File: src/hw/rtl/fpss_pkg.sv
// Package for the five-point stencil sweep: shared constants, register codes and the
// per-item tag that travels down the stencil pipeline.
// No dependencies.
package fpss_pkg;

  localparam int unsigned DEF_MAX_COLS     = 1024;
  localparam int unsigned DEF_MAX_ROWS     = 1024;
  localparam int unsigned DEF_SAMPLE_WIDTH = 32;

  localparam int unsigned CFG_DIM_W   = 11;  // rows_in_use / cols_in_use
  localparam int unsigned COEF_W      = 16;  // unsigned Q0.16
  localparam int unsigned CFG_DATA_W  = 16;  // widest register
  localparam int unsigned CFG_INDEX_W = 2;
  localparam int unsigned COORD_W     = 10;  // row / column result fields
  localparam int unsigned MIN_DIM     = 3;

  localparam logic [CFG_DIM_W-1:0] RESET_ROWS = 11'd1024;
  localparam logic [CFG_DIM_W-1:0] RESET_COLS = 11'd1024;
  localparam logic [COEF_W-1:0]    RESET_COEF = 16'd13107;

  // Result queue: four items in flight (one entering, three in the pipe), three results each
  localparam int unsigned FIFO_DEPTH   = 16;
  localparam int unsigned FIFO_RESERVE = 12;

  typedef enum logic [CFG_INDEX_W-1:0] {
    REG_ROWS = 2'd0,
    REG_COLS = 2'd1,
    REG_COEF = 2'd2
  } cfg_reg_t;

  typedef struct packed {
    logic               emit_diag;   // cell one row up, one column left
    logic               emit_right;  // cell one row up, same column (last column)
    logic               emit_own;    // this cell (last row)
    logic               interior;    // diagonal cell takes the stencil
    logic               frame_end;
    logic [COORD_W-1:0] row;
    logic [COORD_W-1:0] col;
  } fpss_tag_t;

endpackage

File: src/hw/rtl/fpss_core.sv
// Stencil datapath: window registers, line-buffer write-back, five-point sum,
// coefficient multiply, rounding and saturation, result formatting.
// Depends on fpss_pkg.
module fpss_core #(
  parameter int unsigned SW      = 32,
  parameter int unsigned ADDR_W  = 10,
  parameter int unsigned ENTRY_W = 2 * fpss_pkg::COORD_W + SW + 2
) (
  input  logic                        clk,
  input  logic                        rst_n,
  input  logic                        acc,
  input  fpss_pkg::fpss_tag_t         acc_tag,
  input  logic [SW-1:0]               acc_sample,
  input  logic [ADDR_W-1:0]           acc_addr,
  input  logic [fpss_pkg::COEF_W-1:0] coef,
  input  logic [SW-1:0]               rd_upper,
  input  logic [SW-1:0]               rd_middle,
  output logic                        wr_en,
  output logic [ADDR_W-1:0]           wr_addr,
  output logic [SW-1:0]               wr_upper,
  output logic [SW-1:0]               wr_middle,
  output logic [2:0]                  push_vld,
  output logic [ENTRY_W-1:0]          push_data [3]
);
  import fpss_pkg::*;

  localparam int unsigned SUM_W  = SW + 3;
  localparam int unsigned PROD_W = SUM_W + COEF_W + 1;
  localparam int unsigned RND_W  = PROD_W - COEF_W;

  // stage B: memory data arrives
  logic                b_vld_r;
  fpss_tag_t           b_tag_r;
  logic signed [SW-1:0] b_smp_r;
  logic [ADDR_W-1:0]   b_addr_r;

  logic signed [SW-1:0] win_left_r, win_mid_r, win_up_r, prev_r;
  logic signed [SW-1:0] mid_c, up_c;
  logic signed [SUM_W-1:0] b_sum;

  // stage C: sum held, multiply
  logic                    c_vld_r;
  fpss_tag_t               c_tag_r;
  logic signed [SUM_W-1:0] c_sum_r;
  logic [SW-1:0]           c_pass_r, c_right_r, c_own_r;
  logic signed [PROD_W-1:0] c_prod;

  // stage D: product held, round and saturate
  logic                     d_vld_r;
  fpss_tag_t                d_tag_r;
  logic signed [PROD_W-1:0] d_prod_r;
  logic [SW-1:0]            d_pass_r, d_right_r, d_own_r;
  logic signed [PROD_W-1:0] d_biased;
  logic signed [RND_W-1:0]  d_rnd;
  logic [SW-1:0]            d_sat, d_diag_val;
  logic                     d_fits;
  logic                     last_diag, last_right;

  assign mid_c = $signed(rd_middle);
  assign up_c  = $signed(rd_upper);

  always_ff @(posedge clk) begin
    if (!rst_n) begin
      b_vld_r <= 1'b0;
    end else begin
      b_vld_r <= acc;
    end
  end

  always_ff @(posedge clk) begin
    if (acc) begin
      b_tag_r  <= acc_tag;
      b_smp_r  <= $signed(acc_sample);
      b_addr_r <= acc_addr;
    end
  end

  // Consecutive items sit in different columns, so this write never meets the read
  // issued in the same cycle.
  assign wr_en     = b_vld_r;
  assign wr_addr   = b_addr_r;
  assign wr_upper  = rd_middle;
  assign wr_middle = b_smp_r;

  assign b_sum = SUM_W'(win_left_r) + SUM_W'(win_mid_r) + SUM_W'(mid_c)
               + SUM_W'(win_up_r) + SUM_W'(prev_r);

  always_ff @(posedge clk) begin
    if (!rst_n) begin
      win_left_r <= '0;
      win_mid_r  <= '0;
      win_up_r   <= '0;
      prev_r     <= '0;
    end else if (b_vld_r) begin
      win_left_r <= win_mid_r;
      win_mid_r  <= mid_c;
      win_up_r   <= up_c;
      prev_r     <= b_smp_r;
    end
  end

  always_ff @(posedge clk) begin
    if (!rst_n) begin
      c_vld_r <= 1'b0;
      d_vld_r <= 1'b0;
    end else begin
      c_vld_r <= b_vld_r;
      d_vld_r <= c_vld_r;
    end
  end

  assign c_prod = PROD_W'(c_sum_r) * $signed({1'b0, coef});

  always_ff @(posedge clk) begin
    c_tag_r   <= b_tag_r;
    c_sum_r   <= b_sum;
    c_pass_r  <= win_mid_r;
    c_right_r <= rd_middle;
    c_own_r   <= b_smp_r;
    d_tag_r   <= c_tag_r;
    d_prod_r  <= c_prod;
    d_pass_r  <= c_pass_r;
    d_right_r <= c_right_r;
    d_own_r   <= c_own_r;
  end

  // round half up, then clip to the sample range
  assign d_biased = d_prod_r + PROD_W'(1 << (COEF_W - 1));
  assign d_rnd    = RND_W'(d_biased >>> COEF_W);
  assign d_fits   = (d_rnd[RND_W-1:SW-1] == '0) || (d_rnd[RND_W-1:SW-1] == '1);

  always_comb begin
    if (d_fits) begin
      d_sat = d_rnd[SW-1:0];
    end else if (d_rnd[RND_W-1]) begin
      d_sat = {1'b1, {(SW-1){1'b0}}};
    end else begin
      d_sat = {1'b0, {(SW-1){1'b1}}};
    end
  end

  assign d_diag_val = d_tag_r.interior ? d_sat : d_pass_r;
  assign last_diag  = !d_tag_r.emit_right && !d_tag_r.emit_own;
  assign last_right = !d_tag_r.emit_own;

  assign push_vld = {d_vld_r && d_tag_r.emit_own,
                     d_vld_r && d_tag_r.emit_right,
                     d_vld_r && d_tag_r.emit_diag};

  // entry layout from the lowest bit: row, column, value, last, frame done
  assign push_data[0] = {1'b0, last_diag, d_diag_val,
                         d_tag_r.col - COORD_W'(1), d_tag_r.row - COORD_W'(1)};
  assign push_data[1] = {d_tag_r.frame_end && last_right, last_right, d_right_r,
                         d_tag_r.col, d_tag_r.row - COORD_W'(1)};
  assign push_data[2] = {d_tag_r.frame_end, 1'b1, d_own_r, d_tag_r.col, d_tag_r.row};

endmodule

File: config.mk
export PLATFORM = sky130hd
export DESIGN_NAME = fpss_core
export DESIGN_NICKNAME = d
export VERILOG_FILES = /design/src/hw/rtl/fpss_pkg.sv /design/src/hw/rtl/fpss_core.sv
export SDC_FILE = /design/constraint.sdc
export NUM_CORES = 2
export LEC_CHECK = 0
export BUFFER_PORTS_ARGS = -buffer_cell sky130_fd_sc_hd__buf_4
export CAP_MARGIN = 40
export CORE_MARGIN = 2
export CORE_UTILIZATION = 29
export DETAILED_ROUTE_END_ITERATION = 16
export MAX_ROUTING_LAYER = met4
export PLACE_DENSITY = 0.47
export SLEW_MARGIN = 0
export SYNTH_ARGS = -nofsm -noshare
export SYNTH_HDL_FRONTEND = slang
export SYNTH_SLANG_ARGS = --single-unit
File: constraint.sdc
create_clock -name clk -period 8.3 [get_ports clk]
set_clock_uncertainty 0.1 [all_clocks]
set_input_delay 2.49 -clock clk [delete_from_list [all_inputs] [get_ports clk]]
set_output_delay 2.49 -clock clk [all_outputs]
set_load 0.02 [all_outputs]
==> results.md <==
* Syn_area_per_cell at approximately 10 um2
* Commonest non-fill, non-tap cell in the layout: inv_1
* CTS root buffer: clkbuf_16
* Adder-Cell Fraction of Synth Area at 0.386
* Post-route setup slack at between 0.2 and 0.25 ns
* Multi-input gate area at 23100 um2
* Die Ht at 364 um
* Rows at 132
* Top Ports at 390
* Crit path to: d_prod_r[51]
* Initial antenna violation count at 1
* Critical path required time at between 8 and 9 ns
* Top area cells in the synthesized netlist: fa_1, dfxtp_1, inv_1
* Crit path time final at just over 8 ns
* Drt via density at 4.23
* Flops & latches, synth at 512
* Routed WL at roughly 100 mm
* Worst-path clk slew at around 0.06 ns
* Placed cell count at 5702
* N_diodes at 0
* Fillers at roughly 13000
* Initial drt markers at approximately 950
* Crit path DAT at ~8.5 ns
* F_max at roughly 0.12 GHz
* Largest family of logic cells by synthesized area: adder cells
* Pre-CTS setup slack at -0.523 ns
* Fin Hold WS at approximately 0.22 ns
* Critical Path Sink Type: flop
* XOR/XNOR Fraction of Synth Area at 0.0284
* Final ANT Viol Nets at 0
* Ys flop type: dfxtp_1
* # DRC at 0
* Worst r2r path cells at 23
* Initial Util at 0.292
* Least-Margin Pin Slew at 0.897 ns
* Yosys warns at 0
* First drt pass iteration count at 5
* Worst r2r dst: d_prod_r[51]
* Layout cells sized above 1 at 0.171
* CTS tree: yes
* Clock tree buffer depth at 3
* Synthesized cell area at ~38000 um2
* Kind of critical path: input pin to flop
* Worst Setup SP: coef[2]
* Skew-Pair Late Insertion Delay at roughly 0.67 ns
* CP Max Fanout at 13
* Final Hold Violating Endpoints at 0
* Core outline area at 129000 um2
* Distinct cells, synth at just under 60
* Gpl congestion at slightly above 0.8
* RSZ-0062 raised after global routing: false
* Commonest cells after routing, fill and taps aside: inv_1, fa_1, buf_4
* Hpwl dp at around 82 mm
* Final Max Slew Viols at 0
* Worst reg-to-reg setup slack at between 1 and 1.5 ns
* H-tree depth at 2
* Synthesis-to-layout area growth at 20.6%
* Critical R2R Launch: c_sum_r[6]
* Post-CTS Setup Inserts at 0
* TritonCTS Sinks at between 500 and 600
* Overall Global Routing Usage at 0.161
* Largest net degree at the start of global routing at 67
* TritonCTS Buffers at 57
* Aggregate global routing overflow at 0
* Vias in the first global route at approximately 27000
* Simple-gate portion of the synthesized area at 0.120
* DR WL/cell at between 15 and 20 um
* Final Cycle Share at 0.972
* Die area at around 130000 um2
* Hold Buf Count CTS at 0
* Setup violators final at 0
* Multiplexer share of the synthesized area at 0.0343
* Hold WC Path Type: flop to flop
* Crit path launch type: input pin
* Routed via count at 24577
* Compound-Gate Fraction of Synth Area at 0.0424
* Sequential share of the synthesized area at 0.290
* Buffers on Ports at 387
* Yosys top cell area share at 0.333
* # Max-Cap Violations at 0
* Slew margin rel. at 0.401
* Die X-Extent at about 360 um
* EDFF count, synth at 67
* Cells after Synth at between 3000 and 4000
* Synth async-reset ratio at 0
* First-pass GRT wire length at between 150 and 200 mm
* Status: finished, final reports clean
* Register area at between 10000 and 15000 um2
* Syn_nets at 4535
* Post-synth top area cell: fa_1
* Post-Layout Cell Count at 5811
* Post-layout nets at between 4000 and 5000
-- cell families after synthesis --
group | after synthesis
AND/OR/NAND/NOR | 913
other | 2
multiplexers | 129
adder cells (fa/ha/maj) | 786
XOR/XNOR | 122
flip-flops | 512
AO/OA/AOI/OAI | 234
buffers and inverters | 901
-- through the flow --
stage / utilization / cell area (um2) / TNS, ns
after floorplan: - / 37700 / 0
after global placement: 0.335 / 43200 / -5.94
after detailed placement: 0.336 / 43400 / -6.61
after CTS: 0.351 / 45400 / 0
after global routing: 0.351 / 45400 / 0
final: 0.351 / 45400 / 0
-- sequential cells by signal (all words and copies together) (netlist names), 25 cells and up --
signal	count
win_up_r	32
d_pass_r	32
c_right_r	32
c_pass_r	32
c_own_r	32
wr_middle	32
c_tag_r	25
win_left_r	32
d_prod_r	37
b_tag_r	25
prev_r	32
win_mid_r	32
d_right_r	32
d_own_r	32
c_sum_r	35
-- worst min-delay path by stage --
stage | cells past startpoint | end | start | slack [ns]
floorplan | 0 | d_own_r[0] | c_own_r[0] | 0.21
global placement | 0 | push_data[5] | c_tag_r[15] | 0.21
detailed placement | 0 | d_tag_r[21] | c_tag_r[21] | 0.21
CTS | 0 | d_right_r[28] | c_right_r[28] | 0.22
global route | 0 | d_right_r[28] | c_right_r[28] | 0.22
finish | 0 | d_right_r[28] | c_right_r[28] | 0.22
-- routing by layer --
metal  wire [um]  share of wire  global-route usage
met1       43500           0.43               0.201
met2       51800           0.51               0.279
met5           0              0                   -
met3        3650          0.036              0.0217
met4        1890          0.019              0.0345
-- area by class of cell --
cell class	instances	share of cell area
flip-flops and latches	512	0.241
multi-input cells	2186	0.508
clock buffers	78	0.0356
repair buffers	578	0.103
inverters	685	0.0566
well taps	1742	0.0480
clock inverters	30	0.00808
-- timing repair --
action                                  in CTS  in global routing
endpoints found under the setup margin       0                  6
hold endpoints to repair                     0                  0
gates resized for setup                      0                  3
-- critical path, cell delays in order --
cell	delay (ns)
buf_4	0.22
buf_12	0.15
buf_12	0.13
nand2_1	0.08
fa_1	0.55
fa_1	0.52
fa_1	0.51
inv_1	0.05
fa_1	0.55
fa_1	0.51
inv_1	0.05
fa_1	0.48
inv_1	0.05
ha_1	0.33
a21oi_1	0.24
o21ai_1	0.12
and3_1	0.19
a221oi_1	0.28
a31oi_2	0.14
a211o_1	0.32
a31oi_1	0.25
a21oi_1	0.11
xnor2_1	0.13
-- Yosys cell counts (11+ instances only) --
cell / count
nor2_1: 54
and2_1: 219
inv_1: 685
and3_1: 15
nor3_1: 11
edfxtp_1: 67
a21oi_1: 64
dfxtp_1: 445
nand4_1: 13
ha_1: 159
buf_1: 11
xnor2_1: 69
a21o_1: 30
mux2i_1: 129
o221ai_1: 32
fa_1: 627
o21bai_1: 13
xor2_1: 53
nand2_1: 405
nor2b_1: 138
buf_4: 77
clkbuf_1: 119
o21ai_0: 33
nand3_1: 30
Power is not shown: default switching activity piles up to over one toggle a cycle in this logic, so the estimate is an artifact.
